--- config.mk ---
export PLATFORM = sky130hd
export DESIGN_NAME = jfo_csr
export DESIGN_NICKNAME = d
export VERILOG_FILES = /design/src/hdl/jfo_pkg.sv /design/src/hdl/jfo_csr.sv
export SDC_FILE = /design/constraint.sdc
export NUM_CORES = 1
export LEC_CHECK = 0
export BUFFER_PORTS_ARGS = -buffer_cell sky130_fd_sc_hd__buf_4
export CORE_MARGIN = 5
export CORE_UTILIZATION = 41
export DETAILED_ROUTE_END_ITERATION = 8
export PLACE_DENSITY = 0.69
export RECOVER_POWER = 50
export SLEW_MARGIN = 30
export SYNTH_ARGS = -nofsm -noshare
export SYNTH_HDL_FRONTEND = slang
export SYNTH_SLANG_ARGS = --single-unit
--- constraint.sdc ---
create_clock -name clock -period 2.1 [get_ports clock]
set_clock_uncertainty 0.1 [all_clocks]
set_input_delay 0.525 -clock clock [delete_from_list [all_inputs] [get_ports clock]]
set_output_delay 0.525 -clock clock [all_outputs]
set_load 0.1 [all_outputs]
--- src/hdl/jfo_pkg.sv ---
// shared types, constants and arithmetic helpers for the joint friction observer
`default_nettype none
package jfo_pkg;

   localparam int JOINT_COUNT = 6;
   localparam int JIDX_W = (JOINT_COUNT > 1) ? $clog2(JOINT_COUNT) : 1;
   localparam int STATE_W = 128;

   localparam logic [30:0] Q30_ONE = 31'h4000_0000;

   // register indexes
   localparam logic [2:0] REG_RATE_GAIN  = 3'd0;
   localparam logic [2:0] REG_POS_GAIN   = 3'd1;
   localparam logic [2:0] REG_STEP_INERT = 3'd2;
   localparam logic [2:0] REG_TIME_STEP  = 3'd3;
   localparam logic [2:0] REG_ALPHA_STEP = 3'd4;
   localparam logic [2:0] REG_ALPHA_FIN  = 3'd5;
   localparam logic [2:0] REG_TORQ_COEFF = 3'd6;
   localparam logic [2:0] REG_RAMP_TICKS = 3'd7;

   // ramp phases
   localparam logic [1:0] PH_IDLE = 2'd0;
   localparam logic [1:0] PH_RAMP = 2'd1;
   localparam logic [1:0] PH_DONE = 2'd2;

   typedef struct packed {
      logic [30:0] rate_error_gain;
      logic [30:0] position_error_gain;
      logic [30:0] step_over_inertia;
      logic [30:0] time_step;
      logic [30:0] friction_alpha_step;
      logic [30:0] friction_alpha_final;
      logic [30:0] torque_filter_coeff;
      logic [15:0] ramp_ticks;
   } cfg_type;

   typedef struct packed {
      logic              rd_en;
      logic              wr_en;
      logic [JIDX_W-1:0] addr;
      logic [STATE_W-1:0] wr_data;
   } ram_req_type;

   typedef struct packed {
      logic       busy;
      logic [1:0] ramp_phase;
   } stat_type;

   function automatic logic signed [65:0] sx66(input logic signed [31:0] v);
      return 66'(v);
   endfunction

   function automatic logic signed [31:0] sat32(input logic signed [65:0] x);
      logic signed [31:0] r;
      if (x > 66'sh7FFF_FFFF) r = 32'sh7FFF_FFFF;
      else if (x < -66'sh8000_0000) r = -32'sh8000_0000;
      else r = x[31:0];
      return r;
   endfunction

   function automatic logic signed [65:0] rnd16(input logic signed [65:0] x);
      return (x + 66'sd32768) >>> 16;
   endfunction

   function automatic logic signed [65:0] rnd30(input logic signed [65:0] x);
      return (x + 66'sd536870912) >>> 30;
   endfunction

   function automatic logic [30:0] clamp_q30(input logic [30:0] c);
      return (c > Q30_ONE) ? Q30_ONE : c;
   endfunction

endpackage
`default_nettype wire

--- src/hdl/jfo_csr.sv ---
// apb configuration registers
`default_nettype none
module jfo_csr import jfo_pkg::*; (
   input  wire logic        clock,
   input  wire logic        reset,
   input  wire logic        psel,
   input  wire logic        penable,
   input  wire logic        pwrite,
   input  wire logic [4:0]  paddr,
   input  wire logic [31:0] pwdata,
   output      logic [31:0] prdata,
   output      cfg_type     cfg_ff
);
   cfg_type    cfg_in;
   logic [2:0] idx;
   logic       wr;

   assign idx = paddr[4:2];
   assign wr  = psel & penable & pwrite;

   // register write decode
   always_comb begin
      cfg_in = cfg_ff;
      if (wr) begin
         unique case (idx)
            REG_RATE_GAIN:  cfg_in.rate_error_gain      = pwdata[30:0];
            REG_POS_GAIN:   cfg_in.position_error_gain  = pwdata[30:0];
            REG_STEP_INERT: cfg_in.step_over_inertia    = pwdata[30:0];
            REG_TIME_STEP:  cfg_in.time_step            = pwdata[30:0];
            REG_ALPHA_STEP: cfg_in.friction_alpha_step  = pwdata[30:0];
            REG_ALPHA_FIN:  cfg_in.friction_alpha_final = pwdata[30:0];
            REG_TORQ_COEFF: cfg_in.torque_filter_coeff  = pwdata[30:0];
            REG_RAMP_TICKS: cfg_in.ramp_ticks           = pwdata[15:0];
            default: ;
         endcase
      end
   end

   always_ff @(posedge clock) begin
      if (reset) begin
         cfg_ff <= '{rate_error_gain: '0, position_error_gain: '0,
                     step_over_inertia: '0, time_step: '0,
                     friction_alpha_step: Q30_ONE, friction_alpha_final: Q30_ONE,
                     torque_filter_coeff: '0, ramp_ticks: 16'd8000};
      end else begin
         cfg_ff <= cfg_in;
      end
   end

   // read mux
   always_comb begin
      unique case (idx)
         REG_RATE_GAIN:  prdata = {1'b0, cfg_ff.rate_error_gain};
         REG_POS_GAIN:   prdata = {1'b0, cfg_ff.position_error_gain};
         REG_STEP_INERT: prdata = {1'b0, cfg_ff.step_over_inertia};
         REG_TIME_STEP:  prdata = {1'b0, cfg_ff.time_step};
         REG_ALPHA_STEP: prdata = {1'b0, cfg_ff.friction_alpha_step};
         REG_ALPHA_FIN:  prdata = {1'b0, cfg_ff.friction_alpha_final};
         REG_TORQ_COEFF: prdata = {1'b0, cfg_ff.torque_filter_coeff};
         REG_RAMP_TICKS: prdata = {16'd0, cfg_ff.ramp_ticks};
         default:        prdata = '0;
      endcase
   end
endmodule
`default_nettype wire

==> qor.txt, run 1 <==
nets -> 1543
global-route wire length before repair -> 63100 microns
core area -> 26800 sq um
hold buffer count at CTS -> 0
CP arrival -> 1.78 ns
starting density of the core -> 0.413
HP Class -> input pin to register
Starting DRT DRC Count -> 795
CP max FO -> 7
fin. max-slew vios -> 0
Worst Tran Pin Value -> 0.834 ns
post-layout utilization of the core -> 0.627
GRT Util Overall -> 0.260
vias -> 10300
post-synthesis cell type count -> 43
Biggest register -> cfg_ff
Tcrit/Tclk final -> 1.14
global placer's final weighted congestion -> 0.839
estimated wirelength of the detail-placed design -> 28900 microns
DRT antenna net count -> 0
boundary pin count -> 307
drc violations -> 0
Layout fillers -> 2202
largest registers -> cfg_ff x233
outcome -> finished with violations
Main synth FF type -> dfxtp_1
final setup fails -> 31
Die H -> 174 microns
vias per cell -> 5.52
critical-path cell list -> buf_12 > and3b_2 > buf_6 > a22o_1 > o32a_4 > buf_12
Max Freq -> 416 MHz
total gr overflow -> 0
Gate Count Post-Synth -> 1141
Post-synth EDFFs -> 0
area occupied by multi-input gates -> 6560 sq um
DRT Pass-1 Iters -> 5
CTS tree -> done
fin crit period -> 2.40 ns
max cap viols -> 0
clock latency on the worst-skew pair -> 0.54 ns
yosys warns -> 0
Yosys reg bits -> 233
Worst path slowest cell -> o32a_4
delay-heaviest family, CP -> compound AO/OA/AOI/OAI gates
P per Cell Area -> 641 nW/um^2
area grow syn2layout -> 51.8%
CTS clk-pin slew, worst paths -> 0.06 ns
Synth async-reset ratio -> 0
PortBufs -> 302
Non-Filler Instances -> 1861
FF/Latch Area -> 4840 sq um
Placed Instances -> 1782
Lkg Pwr -> 7.73 nW
H-tree levels -> 1
Die X -> 174 microns
Total Power -> 0.0108 W
CP max stage delay -> 0.39 ns
Slew HR -> 0.444
cell mode on critical path -> buf_12
Placement Rows -> 60
worst path bufs/invs -> 3
clock root buffer -> clkbuf_16
Avg Cell Area, Syn -> 9.71 sq um
CP required -> 1.47 ns
Seq/Total Area, Yosys -> 0.421
failing checks -> setup timing
fraction of layout cells with a size suffix above 1 -> 0.461
Largest register FFs -> 233
deepest clock path buffer count -> 3
mapped cell area -> 11100 sq um
element type at the critical path start -> input pin
largest net degree at the start of global routing -> 81
drt total wl -> 42100 microns
Routed wire per std cell -> 22.6 microns
total CTS buffers -> 26
vias in the first global route -> 10500
Die Area -> 30400 sq um
RSZ-0062 raised after global routing -> yes
post-synth net total -> 1183
setup ws final -> -0.304 ns
Final Hold Viols -> 0
initial antenna violation count -> 1
CP endpoint kind -> output pin
maximum vdd drop -> 0.508 mV
TNS Setup -> -7.37 ns
Setup CP Type -> input pin to output pin
Sink Count -> 233
[worst reg2reg max path, cell delays in order (launching register included)]
cell and delay, ns:
dfxtp_2 0.33, nor2b_1 0.12, o21ai_0 0.08, o21ai_0 0.12
[what timing repair did]
| item | 4_1_cts | 5_1_grt |
|---|---|---|
| resized for setup | 159 | 38 |
| setup buffers | 20 | 7 |
| setup endpoints to repair | 31 | 31 |
| cloned | 6 | 0 |
| pin swaps | 23 | 30 |
[layer usage]
metal / vias up / GRT usage / wire length, microns
met5: - / 0 / 0
met4: 0 / 0.101 / 1610
met3: 98 / 0.0435 / 2440
met2: 422 / 0.439 / 20300
met1: 5044 / 0.333 / 17800
li1: 4715 / - / -
[area by class of cell]
type / count / share of cell area
timing repair buffer: 434 / 0.241
tap: 341 / 0.0254
clock buffer: 38 / 0.0455
clock inverter: 8 / 0.00469
sequential: 233 / 0.288
multi-input combinational: 781 / 0.390
inverter: 25 / 0.00558
antenna: 1 / 0.000149
[Yosys cell counts, types with 2 or more instances]
cell type / n / area share
mux2i_1: 234 / 0.21
dfxtp_1: 233 / 0.42
nand2b_1: 223 / 0.13
o21ai_0: 50 / 0.023
clkbuf_1: 47 / 0.016
nand3_1: 37 / 0.017
a21oi_1: 32 / 0.014
buf_2: 30 / 0.014
nand2_1: 29 / 0.0098
inv_1: 25 / 0.0085
nor2b_1: 24 / 0.014
o22ai_1: 22 / 0.012
nor2_1: 18 / 0.0061
o32a_1: 16 / 0.014
buf_4: 14 / 0.0095
a221oi_1: 12 / 0.0095
a22o_1: 12 / 0.0095
o32ai_1: 12 / 0.0095
buf_6: 8 / 0.0081
a2bb2oi_1: 6 / 0.0047
o221a_1: 6 / 0.0061
o22a_1: 6 / 0.0047
and2_1: 5 / 0.0028
mux2_2: 4 / 0.0041
a31oi_1: 3 / 0.0017
buf_1: 3 / 0.0010
nand3b_1: 3 / 0.0020
nor2_2: 3 / 0.0017
nor3b_1: 3 / 0.0020
o211ai_1: 3 / 0.0020
o221ai_1: 3 / 0.0024
and4b_1: 2 / 0.0018
mux2_1: 2 / 0.0020
nand2_2: 2 / 0.0011
[layout by cell type, fill, tap and decap left out, types with 4 or more instances in the layout]
cell       synthesis  final
nor2b_1           24     14
mux2i_4            0      4
mux2i_2            0      5
buf_8              0      5
nor2b_2            0      6
a221oi_4           0      4
o221a_4            0      6
nor2_1            18     18
buf_4             14    332
a22o_1            12     12
buf_6              8     15
o21ai_0           50     50
a21oi_1           32     30
o32a_4             0     16
mux2i_1          234    225
nand3_1           37     36
nand2b_1         223    220
o22a_4             0      6
clkbuf_1          47     16
clkbuf_16          0     27
clkbuf_2           0     11
inv_1             25     25
buf_16             0      5
o32ai_2            0     10
buf_12             0     50
a221oi_2           0      8
o22ai_1           22     20
nand2_1           29     32
dfxtp_1          233     97
nor2b_4            0      4
clkinv_2           0      5
dfxtp_2            0    135
clkbuf_8           0      7
[power by group]
part	total [W]	internal, W	switching [W]
combinational	0.00179	0.000699	0.00110
sequential	0.00449	0.00445	0.0000337
clock	0.00450	0.00264	0.00185
[metrics by stage]
step           hold WS [ns]  setup WS (ns)  cell area [sq um]
3_5_place_dp          0.371         -0.492              15000
5_1_grt               0.152         -0.322              16800
3_3_place_gp          0.364         -0.479              15000
2_1_floorplan         0.565         -0.323              11900
6_report              0.154         -0.304              16800
4_1_cts               0.136         -0.336              16900
[kinds of logic (layout without fill, tap and decap cells)]
kind of cell	after synthesis	in the layout	synth area share
AO/OA/AOI/OAI	183	183	0.114
buffers and inverters	127	505	0.0566
flip-flops	233	233	0.421
multiplexers	240	240	0.218
other	1	2	0.000339
AND/OR/NAND/NOR	357	357	0.190
[final timing paths]
| kind | start | endpoint | slack (ns) | cells past startpoint |
|---|---|---|---|---|
| max | paddr[2] | prdata[11] | -0.30 | 6 |
| max reg2reg | cfg_ff[2] | cfg_ff[2] | 1.20 | 3 |
| min reg2reg | cfg_ff[157] | cfg_ff[157] | 0.38 | 2 |
| min | pwdata[19] | cfg_ff[66] | 0.15 | 3 |
Power figures use the tool's default switching activity.
==> run 2: changes to the inputs <==
--- a/config.mk
+++ b/config.mk
@@ -6,10 +6,10 @@
 export NUM_CORES = 1
 export LEC_CHECK = 0
 export BUFFER_PORTS_ARGS = -buffer_cell sky130_fd_sc_hd__buf_4
-export CORE_MARGIN = 5
+export CORE_MARGIN = 4
 export CORE_UTILIZATION = 41
 export DETAILED_ROUTE_END_ITERATION = 8
-export PLACE_DENSITY = 0.69
+export PLACE_DENSITY = 0.66
 export RECOVER_POWER = 50
 export SLEW_MARGIN = 30
 export SYNTH_ARGS = -nofsm -noshare
==> constraint.sdc (replaced) <==
create_clock -name clock -period 2.4 [get_ports clock]
set_clock_uncertainty 0.1 [all_clocks]
set_input_delay 0.6 -clock clock [delete_from_list [all_inputs] [get_ports clock]]
set_output_delay 0.6 -clock clock [all_outputs]
set_load 0.1 [all_outputs]
==> run 2 against run 1 <==
The run still ends with setup timing left. Register-to-register slack improved by 0.32 ns. Via count decreased by 1.9%. Clock-buffer cell count did not move. Power decreased by 8.2%. Core utilization grew 1.3 points. Die area decreased by 2.3%. Final cell count fell by 1.3%. Critical endpoint is now prdata[16]. Sequential power shrank 12%. Critical path depth fell by 1. Final area barely moved. Non-clock buffer count shrank 20. Flip-flop and latch count stayed put.
==> qor.txt, run 2 (synthesized netlist as in run 1, its figures left out) <==
H-tree levels -> 1 (unchanged)
failing checks -> setup timing
Switching Share -> 0.265 (-0.0116)
internal power -> 0.00727 W (-6.7%)
max cap viols -> 0 (unchanged)
global placer's final weighted congestion -> 0.846 (+0.83%)
delay-heaviest family, CP -> buffers and inverters
initial antenna violation count -> 0 (-1)
CP endpoint kind -> output pin
hold wc startpoint -> pwdata[0]
commonest non-fill, non-tap cell in the layout -> buf_4
drc violations -> 0 (unchanged)
Placement Rows -> 59 (-1.7%)
critical-path cell list -> buf_16 > or3_4 > buf_12 > o221a_4 > buf_12
routed length on met3 -> 2590 microns (+6.0%)
vias per cell -> 5.49 (-0.66%)
Psw -> 0.00262 W (-12%)
Starting DRT DRC Count -> 616 (-23%)
Slew HR -> 0.532 (+0.0879)
Total Power -> 0.00990 W (-8.2%)
setup ws final -> -0.161 ns (+0.142 ns)
met2 routed WL -> 19500 microns (-3.9%)
global-route wire length before repair -> 62200 microns (-1.4%)
DRT Pass-1 Iters -> 5 (unchanged)
worst path bufs/invs -> 3 (unchanged)
P per Cell Area -> 588 nW/um^2 (-8.3%)
Comb power frac -> 0.158 (-0.008)
Biggest register -> cfg_ff
outcome -> finished with violations
Post-DP Area -> 14800 sq um (-1.4%)
Layout fillers -> 2196 (-0.27%)
r2r startpoint -> cfg_ff[0]
core area -> 26300 sq um (-1.9%)
estimated wirelength of the detail-placed design -> 28800 microns (-0.38%)
Final Hold Viols -> 0 (unchanged)
met1 WL -> 17700 microns (-0.30%)
maximum vdd drop -> 0.369 mV (-27%)
Lkg Pwr -> 7.74 nW (+0.11%)
CP arrival -> 1.86 ns (+0.08 ns)
GRT Util Overall -> 0.269 (+0.00892)
sequential power share -> 0.397 (-0.019)
CP max stage delay -> 0.47 ns (+0.08 ns)
Sink Count -> 233 (unchanged)
most frequent cells in the layout -> buf_4, mux2i_1, nand2b_1
PortBufs -> 302 (unchanged)
Largest register FFs -> 233 (unchanged)
Setup CP Type -> input pin to output pin
clock latency on the worst-skew pair -> 0.52 ns (-0.02 ns)
CTS clk-pin slew, worst paths -> 0.06 ns (about the same)
CTS tree -> done
total gr overflow -> 0 (unchanged)
DR top layer -> met4
vias in the first global route -> 10300 (-1.6%)
nets -> 1523 (-1.3%)
total CTS buffers -> 26 (unchanged)
fin. max-slew vios -> 0 (unchanged)
HP Class -> input pin to register
Routed wire per std cell -> 22.5 microns (-0.51%)
deepest clock path buffer count -> 3 (unchanged)
CP required -> 1.70 ns (+0.23 ns)
Die Area -> 29700 sq um (-2.3%)
Clk pwr share -> 0.446 (+0.029)
vias -> 10100 (-1.9%)
element type at the critical path start -> input pin
starting density of the core -> 0.421 (+0.00818)
final instance area -> 16800 sq um (about the same)
hold buffer count at CTS -> 0 (unchanged)
DRT antenna net count -> 0 (unchanged)
largest registers -> cfg_ff x233
RSZ-0062 raised after global routing -> yes
drt total wl -> 41300 microns (-1.8%)
cell mode on critical path -> buf_12
Worst Tran Pin Value -> 0.702 ns (-0.132 ns)
Die H -> 172 microns (-1.1%)
Die X -> 172 microns (-1.1%)
Tcrit/Tclk final -> 1.07
fraction of layout cells with a size suffix above 1 -> 0.405 (-0.0558)
Max Freq -> 390 MHz
Worst path slowest cell -> or3_4
clock root buffer -> clkbuf_16
CP Launch Point -> paddr[2]
area grow syn2layout -> 52.0% (about the same)
fin crit period -> 2.56 ns
CP max FO -> 14 (+7)
largest net degree at the start of global routing -> 46 (-43%)
final setup fails -> 31 (unchanged)
boundary pin count -> 307 (unchanged)
run 2: changes by cell type in the layout (fill, tap and decap cells not counted), moves of 9 or more:
cell      change
clkbuf_2     -10
dfxtp_1      +71
o32ai_1       +9
o32ai_2       -9
dfxtp_2      -70
buf_12       +16
clkbuf_1     -11
run 2: layout make-up:
| type | count | area (sq um) | share of cell area |
|---|---|---|---|
| Antenna cell | 1 | 2.50 | 0.000149 |
| Inverter | 25 | 93.8 | 0.00558 |
| Clock inverter | 10 | 178 | 0.0106 |
| Multi-Input combinational cell | 781 | 6480 | 0.385 |
| Sequential cell | 233 | 4750 | 0.282 |
| Tap cell | 335 | 419 | 0.0249 |
| Clock buffer | 38 | 777 | 0.0462 |
| Timing Repair Buffer | 414 | 4130 | 0.245 |
run 2: per-stage QoR:
stage	setup slack (ns)	utilization	hold WS (ns)	instances	setup TNS (ns)
floorplan	-0.173	-	0.604	1141	-1.24
global placement	-0.389	0.564	0.362	1774	-10.16
detailed placement	-0.451	0.564	0.370	1774	-10.66
CTS	-0.157	0.634	0.223	1833	-3.52
global route	-0.172	0.640	0.240	1836	-4.04
finish	-0.161	0.640	0.243	1837	-3.48
run 2: repair_timing:
action | in CTS | in global routing
buffers inserted | 6 | 2
resized for setup | 160 | 26
cloned | 5 | 2
setup endpoints to repair | 31 | 31
pin swaps | 9 | 12
run 2: worst reg2reg max path, delay by kind of cell, from the launching register on:
| family | cells | cell delay, ns |
|---|---|---|
| simple gates | 1 | 0.13 |
| compound gates | 2 | 0.19 |
| flops | 1 | 0.33 |
run 2: layer usage:
| layer | up-vias | GRT usage |
|---|---|---|
| met3 | 97 | 0.0434 |
| li1 | 4691 | - |
| met2 | 379 | 0.440 |
| met4 | 0 | 0.0950 |
| met1 | 4912 | 0.361 |
| met5 | - | 0 |
run 2: worst paths after layout:
kind	cells after the start	slack (ns)	to
hold reg to reg	2	0.38	cfg_ff[186]
hold / removal	3	0.24	cfg_ff[47]
setup / recovery	5	-0.16	prdata[16]
setup reg to reg	3	1.52	cfg_ff[0]
run 2: power by group through the flow:
stage / logic (W) / registers, W / clock network [W]
after global placement: 0.00134 / 0.00401 / 0
after detailed placement: 0.00134 / 0.00401 / 0
after global routing: 0.00161 / 0.00393 / 0.00463
after CTS: 0.00153 / 0.00392 / 0.00448
final: 0.00156 / 0.00393 / 0.00441
after floorplan: 0.000745 / 0.00421 / 0
