### src/hdl/jfo_ram.sv
// generic single-port ram with registered read
`default_nettype none
module jfo_ram #(
   parameter int WIDTH = 32,
   parameter int DEPTH = 8
) (
   input  wire logic                                   clock,
   input  wire logic                                   rd_en,
   input  wire logic                                   wr_en,
   input  wire logic [((DEPTH > 1) ? $clog2(DEPTH) : 1)-1:0] addr,
   input  wire logic [WIDTH-1:0]                       wr_data,
   output      logic [WIDTH-1:0]                       rd_data_ff
);
   logic [WIDTH-1:0] mem_ff [DEPTH];

   always_ff @(posedge clock) begin
      if (wr_en) begin
         mem_ff[addr] <= wr_data;
      end
      if (rd_en) begin
         rd_data_ff <= mem_ff[addr];
      end
   end
endmodule
`default_nettype wire

### config.mk
export PLATFORM = sky130hd
export DESIGN_NAME = jfo_ram
export DESIGN_NICKNAME = d
export VERILOG_FILES = /design/src/hdl/jfo_ram.sv
export SDC_FILE = /design/constraint.sdc
export NUM_CORES = 1
export LEC_CHECK = 0
export BUFFER_PORTS_ARGS = -buffer_cell sky130_fd_sc_hd__buf_2
export CAP_MARGIN = 20
export CORE_MARGIN = 2
export CORE_UTILIZATION = 45
export DETAILED_ROUTE_END_ITERATION = 12
export PLACE_DENSITY_LB_ADDON = 0.3
export SLEW_MARGIN = 20
export SYNTH_ARGS = -nofsm -noshare
export SYNTH_HDL_FRONTEND = slang
export SYNTH_SLANG_ARGS = --single-unit
### constraint.sdc
create_clock -name clock -period 4.6 [get_ports clock]
set_clock_uncertainty 0.15 [all_clocks]
set_input_delay 0.46 -clock clock [delete_from_list [all_inputs] [get_ports clock]]
set_output_delay 0.46 -clock clock [all_outputs]
set_load 0.005 [all_outputs]
==> results.md, run 1 <==
- In the final layout, the share of cells above drive strength 1 is 31.7%.
- The number of violations of the max-capacitance limit is 0.
- Across every metal layer, demand over resource in global routing totals 16.2%.
- After detailed routing, the number of remaining DRC violations is 0.
- The worst-path cell with the longest stage delay is nor2_4.
- The floorplan step set the die height to 159 um.
- The number of buffers created by CTS is 29.
- The number of cells on the worst hold path is 1.
- The sequential-to-total area share from yosys stat is 79.9%.
- For the worst-skew pair, the clock arrives at the later sink with an insertion delay of 0.53 ns.
- The critical path crosses 4 cells after its start point.
- In this run, distinct cell masters in the synthesized netlist total 23.
- The vias after detailed routing is 4,852.
- Walking the worst path, the cells encountered are buf_4 -> nand2b_1 -> nor2_4 -> buf_4.
- The number of resized instances in the post-cts repair step is 0.
- The number of DRC markers after the initial detailed-route iteration is 315.
- The actual slew at the worst max-slew pin is 0.911 ns.
- Combinational cells account for 4.8% of the total power.
- The floorplan core area is 23,500 um^2.
- Grouping stages by cell kind, the critical path spends the most delay in simple AND/OR/NAND/NOR gates.
- The final sum of negative setup slack is 0 ns.
- The routed length per instance is 23.0 um.
- The logic depth of the worst register-to-register path is 2.
- The net count of the finished layout is 586.
- Compared with the post-synthesis result, the final layout area differs by 18.0%.
- Summing all non-filler instances in the final layout gives an area of 12,800 um^2.
- The die covers 25,300 um^2.
- The via count of the first global-routing pass is 5,275.
- The peak ir drop on the vdd network is 0.000250 V.
- The part of the total power dissipated in the clock network is 42.7%.
- The remaining global-route overflow is 0.
- The number of setup violations in the final report is 0.
- The pin count of the biggest net entering global routing is 54.
- Internal power comes to 0.00462 W.
- The sink count of the clock tree is 288.
- The max-slew violation count is 0.
- The clock-pin slew reported for the worst setup and hold paths after clock tree synthesis is 0.06 ns.
- The detail-routed via count per cell is 5.45.
- The maximum clock insertion buffer count is 3.
- Fill cells in the final layout number 1,768.
- The number of failing hold endpoints at the final stage is 0.
- The initial utilization of the core area, before any placement, comes to 46.0%.
- The count of buffering cells on the critical path with inverters included is 2.
- The total number of H-tree levels is 1.
- The biggest cell delay along the critical path is 0.65 ns.
- The analysis attributes to net switching a power of 0.00114 W.
- The first global-routing pass estimated 31,400 um of wire.
- The flip-flop and latch count after synthesis is 288.
- For the worst setup path, the data required time is 4.66 ns.
- The category of the critical setup timing path is input pin to register.
- The element type at the critical path end is a register.
- The multi-input logic area is 2090 um^2.
- Once detail routing completed, the nets flagged for antenna violations numbered 0.
- The half-perimeter wire length after placement is 12,000 um.
- The clock root buffer is clkbuf_16.
- During I/O placement, the number of pins put on the boundary was 70.
- Static timing analysis puts the maximum clock frequency at 0.404 GHz.
- For the finished layout, the period the worst path requires is 2.47 ns.
- The floorplan has 56 rows.
- Synthesis produced a netlist with a net count of 491.
- The total standard cell area after synthesis is 10,800 um^2.
- Input and output buffers added on the ports amount to 69.
- The static power due to leakage is 4.31 nW.
- The number of setup buffers added after CTS is 0.
- Synthesis produced 453 cells.
- The initial antenna violation count came to 0.
- The number of antenna cells inserted is 0.
- The congestion estimate from routability-driven global placement came to 0.695.
- The number of buffers added to fix hold violations after cts is 0.
- Counting stages on the worst path, the most repeated cell is buf_4.
- The net switching share of the total power is 19.8%.
- Of all nets on the critical path, the largest fanout is 41.
- The worst hold path belongs to the class input pin to register.
- The Yosys step of the flow raised 0 warnings.
- The flip-flop and latch area is 8650 um^2.
- A synthesized cell averages 23.9 um^2.
- The flow ran to the end, and the final reports show no timing, DRC or antenna violations.
- Headroom to the max-slew limit came out at 39.3%.
- The element type at the critical path start is an input pin.
- Of the available clock period, the critical path in the final layout requires 53.8%.
- After detailed placement, the total cell area comes to 11,700 um^2.
- The clock tree from TritonCTS is done.
- The routed design has 20,400 um of wire.
- Setup repair after global routing left no endpoint under its margin.
- The first-pass iteration count of the detailed router is 4.
- The part of the total power dissipated in sequential elements is 52.5%.
- Measured along the x axis, the die boundary spans 159 um.
- STA puts the critical path data arrival time at 2.53 ns.
- The power per standard cell area is 451 nW/um^2.
[layout by cell type, fill, tap and decap left out, types with 6 or more instances in the layout]
cell and n:
edfxtp_1 288, buf_2 68, mux4_1 41, mux2_2 30, clkbuf_16 29, mux2i_1 15, buf_4 10, mux4_2 9
buf_16 7, o21ai_0 6, a21oi_1 6, o22ai_1 6, nor2_4 6, bufinv_16 6, clkinv_2 6
[power groups by stage]
stage / combinational [W] / clock [W] / sequential [W]
after floorplan: 0.000151 / 0 / 0.00307
after global placement: 0.000266 / 0 / 0.00308
after detailed placement: 0.000283 / 0 / 0.00308
after CTS: 0.000284 / 0.00250 / 0.00302
after global routing: 0.000302 / 0.00261 / 0.00303
final: 0.000278 / 0.00246 / 0.00302
[path summary, 6_finish.rpt]
path | endpoint | slack [ns] | start
worst max-delay path | mem_ff[1][7] | 2.13 | addr[0]
worst min-delay path | mem_ff[0][15] | 0.04 | wr_data[15]
worst max register to register | rd_data_ff[3] | 2.99 | mem_ff[3][3]
worst min register to register | rd_data_ff[12] | 0.40 | mem_ff[4][12]
[synthesized netlist by cell type]
cell type	count	area share [%]
edfxtp_1	288	80
o21ai_0	6	0.28
and2_1	1	0.058
inv_1	1	0.035
mux4_2	9	1.9
mux2_2	30	3.1
buf_6	6	0.62
clkbuf_1	4	0.14
nand2_1	4	0.14
nor3_1	3	0.14
mux2i_1	15	1.4
a221oi_1	2	0.16
buf_1	2	0.069
a22oi_1	5	0.35
nor2b_1	2	0.12
buf_2	9	0.42
o22ai_1	6	0.35
mux4_1	41	10
a311o_1	1	0.093
nor2_1	9	0.31
a21oi_1	6	0.28
nand2b_1	2	0.12
a211oi_1	1	0.069
[flip-flops by register name (all words and copies together), names as in the netlist]
| name | count |
|---|---|
| rd_data_ff | 32 |
| mem_ff | 256 |
[cell families after synthesis]
logic type	synth area share, %
flip-flops	79.9
multiplexers	16.3
AO/OA/AOI/OAI	1.57
buffers and inverters	1.28
AND/OR/NAND/NOR	0.879
[worst register-to-register path, cell delays in order, from the launching register on]
cell and delay (ns):
edfxtp_1 0.37, mux4_1 0.53, mux2_2 0.30
[layout make-up]
cell class              count  share of cell area [%]
inverters                   1                  0.0294
multi-input cells         143                    16.4
repair buffers             85                    4.76
flip-flops and latches    288                    67.7
clock buffers              30                    5.71
well taps                 319                    3.13
clock inverters            24                    2.27
[metrics by stage]
| stage | total power (W) | hold slack, ns | setup WS [ns] | instances | util (%) |
|---|---|---|---|---|---|
| floorplan | 0.00323 | 0.360 | 0.609 | 453 | - |
| global placement | 0.00334 | 0.384 | 1.62 | 829 | 49.1 |
| detailed placement | 0.00336 | 0.395 | 1.56 | 836 | 49.9 |
| CTS | 0.00581 | 0.0157 | 2.08 | 890 | 54.2 |
| global route | 0.00594 | 0.0327 | 1.98 | 890 | 54.2 |
| finish | 0.00576 | 0.0409 | 2.13 | 890 | 54.2 |
[layer usage]
metal / wire length (um) / track usage, %
met5: 0 / 0
met4: 313 / 4.67
met3: 919 / 2.79
met2: 10900 / 29.4
met1: 8260 / 20.2
Power figures use the tool's default switching activity.
==> inputs of run 2 (changes only) <==
==> constraint.sdc (replaced) <==
create_clock -name clock -period 2.35 [get_ports clock]
set_clock_uncertainty 0.15 [all_clocks]
set_input_delay 0.235 -clock clock [delete_from_list [all_inputs] [get_ports clock]]
set_output_delay 0.235 -clock clock [all_outputs]
set_load 0.005 [all_outputs]
==> results.md, run 2 (synthesis results as in run 1) <==
- On the critical path the largest part of the delay comes from multiplexers.
- The number of fill cells in the layout was 1,785 (+0.96%).
- The element type at the critical path end is a register.
- The total number of H-tree levels is 1 (unchanged).
- The flip-flop count of the largest register after layout is 256 (unchanged).
- The die outline height is 159 um (unchanged).
- The first-pass GRT wire length is 31,800 um (+1.0%).
- The number of failing hold endpoints at the final stage came to 0 (unchanged).
- The x dimension of the die came to 159 um (unchanged).
- The first-pass iteration count of the detailed router is 4 (unchanged).
- The worst-case headroom to the max-slew limit is 61.1% (+22 points).
- The slowest stage of the critical path is the mux4_1 cell.
- The peak ir drop on the vdd network came to 0.000486 V (+95%).
- The share of layout cells above drive strength 1 is 31.0% (-0.74 points).
- The min-delay analysis places its worst path in the category input pin to register.
- The critical path is of the input pin to register type.
- The actual slew at the worst max-slew pin came to 0.583 ns (-0.328 ns).
- The number of DRC markers after the initial detailed-route iteration is 418 (+33%).
- The top-level I/O count is 70 (unchanged).
- The data required time at the worst endpoint was 2.50 ns (-2.16 ns).
- The power per standard cell area is 867 nW/um^2 (+92%).
- The vias after detailed routing is 5,001 (+3.1%).
- The maximum clock insertion buffer count is 3 (unchanged).
- The count of buffering cells on the critical path with inverters included is 2 (unchanged).
- The data arrival time of the critical path was 1.72 ns (-0.81 ns).
- The clock-pin slew reported for the worst setup and hold paths after clock tree synthesis is 0.06 ns (about the same).
- TritonCTS built the clock tree.
- The static power due to leakage is 4.54 nW (+5.2%).
- The register ranked first by flip-flop count is mem_ff.
- The number of routed nets with antenna violations is 0 (unchanged).
- The remaining global-route overflow is 0 (unchanged).
- The biggest cell delay along the critical path is 0.58 ns (-0.07 ns).
- The number of resized instances in the post-cts repair step came to 0 (unchanged).
- The highest layer used for signal routing is met4.
- The weighted congestion at the end of routability-driven global placement is 0.717 (+3.2%).
- The routed length per instance is 22.2 um (-3.4%).
- The number of violations of the max-capacitance limit is 0 (unchanged).
- The maximum net fanout on the critical path is 23 (-44%).
- The summed area of non-filler cells in the final layout is 13,300 um^2 (+3.8%).
- The overall fraction of global-route tracks in use came to 16.6% (+0.33 points).
- The worst path needs 1.58 ns of the cycle, external delays included.
- The number of cells in the finished layout apart from fillers came to 936 (+5.2%).
- The net count of the finished layout is 634 (+8.2%).
- Setup repair after global routing left no endpoint under its margin.
- The floorplan core area is 23,500 um^2 (unchanged).
- The largest registers in the layout are mem_ff (256), rd_data_ff (32).
- The insertion delay to the later sink of the worst-skew pair was 0.55 ns (+0.02 ns).
- The count of port buffers added during placement came to 69 (unchanged).
- The die area is 25,300 um^2 (unchanged).
- The detail-routed via count per cell was 5.34 (-2.0%).
- In the layout the commonest cells are edfxtp_1, buf_2, mux4_1.
- The number of antenna cells inserted is 0 (unchanged).
- The wire length on met2 is 10,900 um (-0.29%).
- The via count of the first global-routing pass was 5,314 (+0.74%).
- The number of setup violations in the final report came to 0 (unchanged).
- The number of remaining DRC errors is 0 (unchanged).
- The initial cell density of the core is 46.0% (unchanged).
- The tree is rooted in a clkbuf_16.
- Leaving out fill and tap cells, the most frequent cell in the layout is edfxtp_1.
- The number of buffers created by CTS is 29 (unchanged).
- Traced cell by cell, the critical path runs through buf_4 -> buf_12 -> mux4_1 -> mux2_2.
- The sink count of the clock tree is 288 (unchanged).
- The detailed-routing wirelength on met1 is 8630 um (+4.4%).
- The area of placed instances came to 11,900 um^2 (+1.2%).
- The total wire length came to 20,800 um (+1.6%).
- The number of cells in the design after placement came to 851 (+1.8%).
- The cell row count is 56 (unchanged).
- The run finished with clean final reports.
- The worst path uses 67.1% of the clock period.
- The worst hold slack was 0.120 ns (+0.0790 ns).
- The half-perimeter wire length after placement is 12,000 um (-0.19%).
- Timing would allow up to 0.634 GHz.
- The initial antenna violation count was 0 (unchanged).
- The final sum of negative setup slack came to 0 ns (unchanged).
- The area added between synthesis and finish is 22.5%.
- The total length of routed met3 wires is 838 um (-8.8%).
- The max-slew violation count is 0 (unchanged).
- The worst setup path is launched from an input pin.
- The pin count of the biggest net entering global routing is 30 (-44%).
run 2: changes by cell type in the layout (fill, tap and decap cells not counted), sizes merged:
cell / delta
bufinv: +2
dlygate4sd3: +33
clkbuf: +4
clkinv: -5
inv: -1
clkinvlp: -2
buf: +15
run 2: stage by stage:
stage,util [%],setup WS [ns],power [W]
after floorplan,-,-0.221,0.00632
after global placement,50.5,0.250,0.00657
after detailed placement,50.5,0.188,0.00660
after CTS,56.3,0.761,0.0116
after global routing,56.3,0.655,0.0119
final,56.3,0.773,0.0115
run 2: worst paths after layout:
| check | start | endpoint | cells past startpoint | slack (ns) |
|---|---|---|---|---|
| max reg2reg | mem_ff[6][2] | rd_data_ff[2] | 2 | 0.79 |
| min reg2reg | mem_ff[4][17] | rd_data_ff[17] | 2 | 0.41 |
| min | addr[1] | rd_data_ff[1] | 2 | 0.12 |
| max | addr[0] | rd_data_ff[2] | 4 | 0.77 |
run 2: layer usage:
layer  global-route usage (%)  vias to the layer above
met3                     2.71                       37
met5                        0                        -
met2                     29.5                       96
met1                     21.1                     2638
met4                     4.88                        0
li1                         -                     2230
run 2: cell type report:
class	count	area, um^2	area share (%)
Clock buffer	34	744	5.62
Timing Repair Buffer	133	1060	8.01
Clock inverter	18	294	2.22
Tap cell	319	399	3.01
Inverter	1	3.75	0.0283
Sequential cell	288	8650	65.3
Multi-Input combinational cell	143	2100	15.9
run 2: worst reg2reg max path: stages, from the launching register on:
cell,delay (ns)
edfxtp_1,0.38
mux4_1,0.51
mux2_2,0.28
run 2: power by group:
| part | internal [W] | leakage [nW] | switching [W] | total (W) |
|---|---|---|---|---|
| clock network | 0.00313 | 0.499 | 0.00183 | 0.00496 |
| registers | 0.00587 | 2.64 | 0.0000473 | 0.00592 |
| logic | 0.000301 | 1.40 | 0.000312 | 0.000613 |
| total | 0.00930 | 4.54 | 0.00218 | 0.0115 |
run 2: repair_timing:
action	in CTS	in global routing
hold buffers	33	0
endpoints found under the hold margin	261	0
setup buffers	0	0
==> inputs of run 3 (changes only) <==
--- a/config.mk
+++ b/config.mk
@@ -5,6 +5,7 @@
 export SDC_FILE = /design/constraint.sdc
 export NUM_CORES = 1
 export LEC_CHECK = 0
+export ABC_AREA = 1
 export BUFFER_PORTS_ARGS = -buffer_cell sky130_fd_sc_hd__buf_2
 export CAP_MARGIN = 20
 export CORE_MARGIN = 2
==> constraint.sdc (replaced) <==
create_clock -name clock -period 1.5 [get_ports clock]
set_clock_uncertainty 0.15 [all_clocks]
set_input_delay 0.15 -clock clock [delete_from_list [all_inputs] [get_ports clock]]
set_output_delay 0.15 -clock clock [all_outputs]
set_load 0.005 [all_outputs]
==> results.md, run 3 <==
- Setup repair after global routing left no endpoint under its margin.
- The count of port buffers added during placement is 69 (unchanged).
- The detail-routed via count per cell was 4.73 (-12%).
- The remaining global-route overflow came to 0 (unchanged).
- The net count of the mapped netlist is 1,122 (+130%).
- The logic depth of the worst register-to-register path was 6 (+4).
- The maximum net fanout on the critical path was 1 (-96%).
- The data required time at the worst endpoint came to 1.20 ns (-1.30 ns).
- The flip-flop count of the largest register after layout came to 256 (unchanged).
- The cell sitting at the root of the clock tree is a clkbuf_16.
- The power per standard cell area came to 1230 nW/um^2 (+42%).
- The number of fill cells in the layout is 2,173 (+22%).
- The largest registers in the layout are mem_ff (256), rd_data_ff (32).
- For this run, the leading register cell type out of synthesis is edfxtp_1.
- The startpoint identified for the worst register-to-register timing path is mem_ff[3][22].
- In this run the worst hold path is classified as input pin to register.
- Yosys attributes the largest share of cell area to edfxtp_1, nand2_1, inv_1, nand3_1, buf_2.
- The top-level I/O count is 70 (unchanged).
- The endpoint of the worst hold-timing path is rd_data_ff[30].
- By count the netlist is led by nand2_1, edfxtp_1, inv_1.
- The leading area contributor after synthesis is edfxtp_1.
- The register ranked first by flip-flop count is mem_ff.
- The worst setup path is captured at an output port.
- The sink count of the clock tree is 288 (unchanged).
- The pin count of the biggest net entering global routing is 45 (+50%).
- The half-perimeter wire length after placement is 14,600 um (+22%).
- The share of the cycle needed by the critical path after routing is 96.4%.
- The number of cells on the worst hold path is 4 (+2).
- The share of layout cells above drive strength 1 is 13.4% (-18 points).
- The max-slew violation count is 0 (unchanged).
- The number of setup violations in the final report is 0 (unchanged).
- The total number of H-tree levels is 1 (unchanged).
- The number of routed nets with antenna violations is 0 (unchanged).
- The die outline height is 166 um (+4.3%).
- The floorplan core area is 25,900 um^2 (+10%).
- The total standard cell area after synthesis came to 11,800 um^2 (+9.0%).
- Traced cell by cell, the critical path runs through buf_2.
- The first-pass iteration count of the detailed router is 4 (unchanged).
- The clock-pin slew reported for the worst setup and hold paths after clock tree synthesis is 0.06 ns (about the same).
- The vias after detailed routing is 7,463 (+49%).
- The routed length per instance came to 15.5 um (-30%).
- The number of distinct standard cells referenced by the synthesized netlist came to 12 (-48%).
- The portion of synthesized cell area occupied by the leading cell type came to 73.3% (-6.6 points).
- The total wire length was 24,500 um (+18%).
- The biggest cell delay along the critical path was 0.43 ns (-0.15 ns).
- The actual slew at the worst max-slew pin is 0.305 ns (-0.279 ns).
- The category of the critical setup timing path is register to output port.
- The overall fraction of global-route tracks in use is 17.9% (+1.4 points).
- The proportion of register bits with asynchronous set or reset after synthesis is 0% (unchanged).
- The peak ir drop on the vdd network is 0.00106 V (+120%).
- The sequential-to-total area share from yosys stat is 73.3% (-6.6 points).
- Among all stages on the critical path, the largest delay is contributed by edfxtp_1.
- The initial antenna violation count was 0 (unchanged).
- In this run the critical register-to-register path is captured at rd_data_ff[22].
- STA classifies the critical path startpoint as a register.
- The number of antenna cells inserted is 0 (unchanged).
- The area growth from synthesis to layout is 21.9%.
- The static power due to leakage is 6.25 nW (+38%).
- The number of instances in the synthesized netlist is 1,084 (+140%).
- The post-synthesis average cell area was 10.9 um^2 (-54%).
- The x dimension of the die is 166 um (+4.3%).
- The most common cell after layout, fill and taps aside is nand2_1.
- The number of violations of the max-capacitance limit is 0 (unchanged).
- Derived from the worst setup path, the maximum achievable clock frequency is 0.692 GHz.
- The clock tree from TritonCTS is done.
- The insertion delay to the later sink of the worst-skew pair was 0.55 ns (about the same).
- The number of remaining DRC errors is 0 (unchanged).
- The die area is 27,500 um^2 (+8.8%).
- The number of buffers created by CTS is 30 (+3.4%).
- The count of warnings emitted by yosys is 0 (unchanged).
- The internal reg-to-reg setup slack is 0.31 ns (-0.48 ns).
- In this run the most critical hold path is launched from addr[2].
- The slack of the critical path came to 0.0545 ns (-0.718 ns).
- The number of enable flip-flop cells after synthesis is 288 (unchanged).
- The number of failing hold endpoints at the final stage was 0 (unchanged).
- The via count of the first global-routing pass is 7,424 (+40%).
- The total setup buffers inserted after CTS came to 0 (unchanged).
- The post-placement worst setup slack is 0.00431 ns (-0.184 ns).
- The worst path needs 1.45 ns of the cycle, external delays included.
- The data arrival time of the critical path is 1.15 ns (-0.57 ns).
- The number of DRC markers after the initial detailed-route iteration was 490 (+17%).
- The weighted congestion at the end of routability-driven global placement was 0.746 (+4.1%).
- The run finished with clean final reports.
- The worst-case headroom to the max-slew limit is 79.7% (+19 points).
- The first-pass GRT wire length was 39,300 um (+24%).
- The final core area utilization came to 55.5% (-0.84 points).
- The maximum clock insertion buffer count was 3 (unchanged).
- The cell family contributing the most delay on the critical path is flip-flops.
- The flip-flop and latch count after synthesis was 288 (unchanged).
- The top cell types in the final layout, fill and taps aside, are nand2_1, edfxtp_1, inv_1.
- The net count of the finished layout is 1,260 (+99%).
- The most numerous cell in the Yosys netlist is nand2_1.
- The count of buffering cells on the critical path with inverters included is 1 (-1).
- The cell row count is 59 (+5.4%).
- The initial cell density of the core is 45.5% (-0.45 points).
## run 3: worst max-delay path by stage
| stage | from | end | slack [ns] | cells past startpoint |
|---|---|---|---|---|
| 2_1_floorplan | addr[0] | mem_ff[0][0] | -0.38 | 5 |
| 4_1_cts | rd_data_ff[31] | rd_data_ff[31] | 0.03 | 1 |
| 6_report | rd_data_ff[31] | rd_data_ff[31] | 0.05 | 1 |
| 5_1_grt | rd_data_ff[31] | rd_data_ff[31] | 0.02 | 1 |
| 3_5_place_dp | addr[0] | mem_ff[0][7] | 0.004 | 5 |
| 3_3_place_gp | addr[0] | mem_ff[0][9] | 0.02 | 5 |
## run 3: what timing repair did
action,in CTS,in global routing
hold buffers,33,0
endpoints found under the hold margin,288,0
resized for setup,0,0
## run 3: worst register-to-register path: cells and delay by family (launching register included)
kind	cells	cell delay [ns]
AND/OR/NAND/NOR	6	0.42
flip-flops	1	0.37
## run 3: logic make-up (layout without fill, tap and decap cells)
logic type             after synthesis  in the layout  share of synthesized area, %
buffers and inverters              204            364                          7.12
flip-flops                         288            288                          73.3
AND/OR/NAND/NOR                    592            592                          19.5
## run 3: area by class of cell
cell class / count / area, um^2 / share of cell area (%)
sequential: 288 / 8650 / 60.2
multi-input combinational: 592 / 2410 / 16.8
timing repair buffer: 150 / 1310 / 9.14
clock buffer: 40 / 810 / 5.63
inverter: 160 / 628 / 4.37
tap: 335 / 419 / 2.92
clock inverter: 14 / 139 / 0.966
## run 3: report_power, final
part           internal [W]  switching (W)
Clock               0.00427        0.00288
Combinational      0.000459       0.000780
Sequential          0.00920      0.0000673
## run 3: per-layer routing
metal | wire length (um) | global-route usage [%] | part of all wire (%) | vias to the layer above
li1 | - | - | - | 3719
met1 | 10800 | 23.7 | 44 | 3551
met2 | 12200 | 31.8 | 50 | 151
met3 | 984 | 2.43 | 4.0 | 42
met4 | 535 | 4.12 | 2.2 | 0
met5 | 0 | 0 | 0 | -
## run 3: metrics by stage
step	TNS [ns]	instance area [um^2]	instances	hold WS, ns	total power (W)
after floorplan	-34.39	12000	1084	0.0989	0.0101
after global placement	0	13100	1492	0.272	0.0106
after detailed placement	0	13100	1492	0.279	0.0106
after CTS	0	14400	1579	0.0187	0.0178
after global routing	0	14400	1579	0.0574	0.0183
final	0	14400	1579	0.0438	0.0177
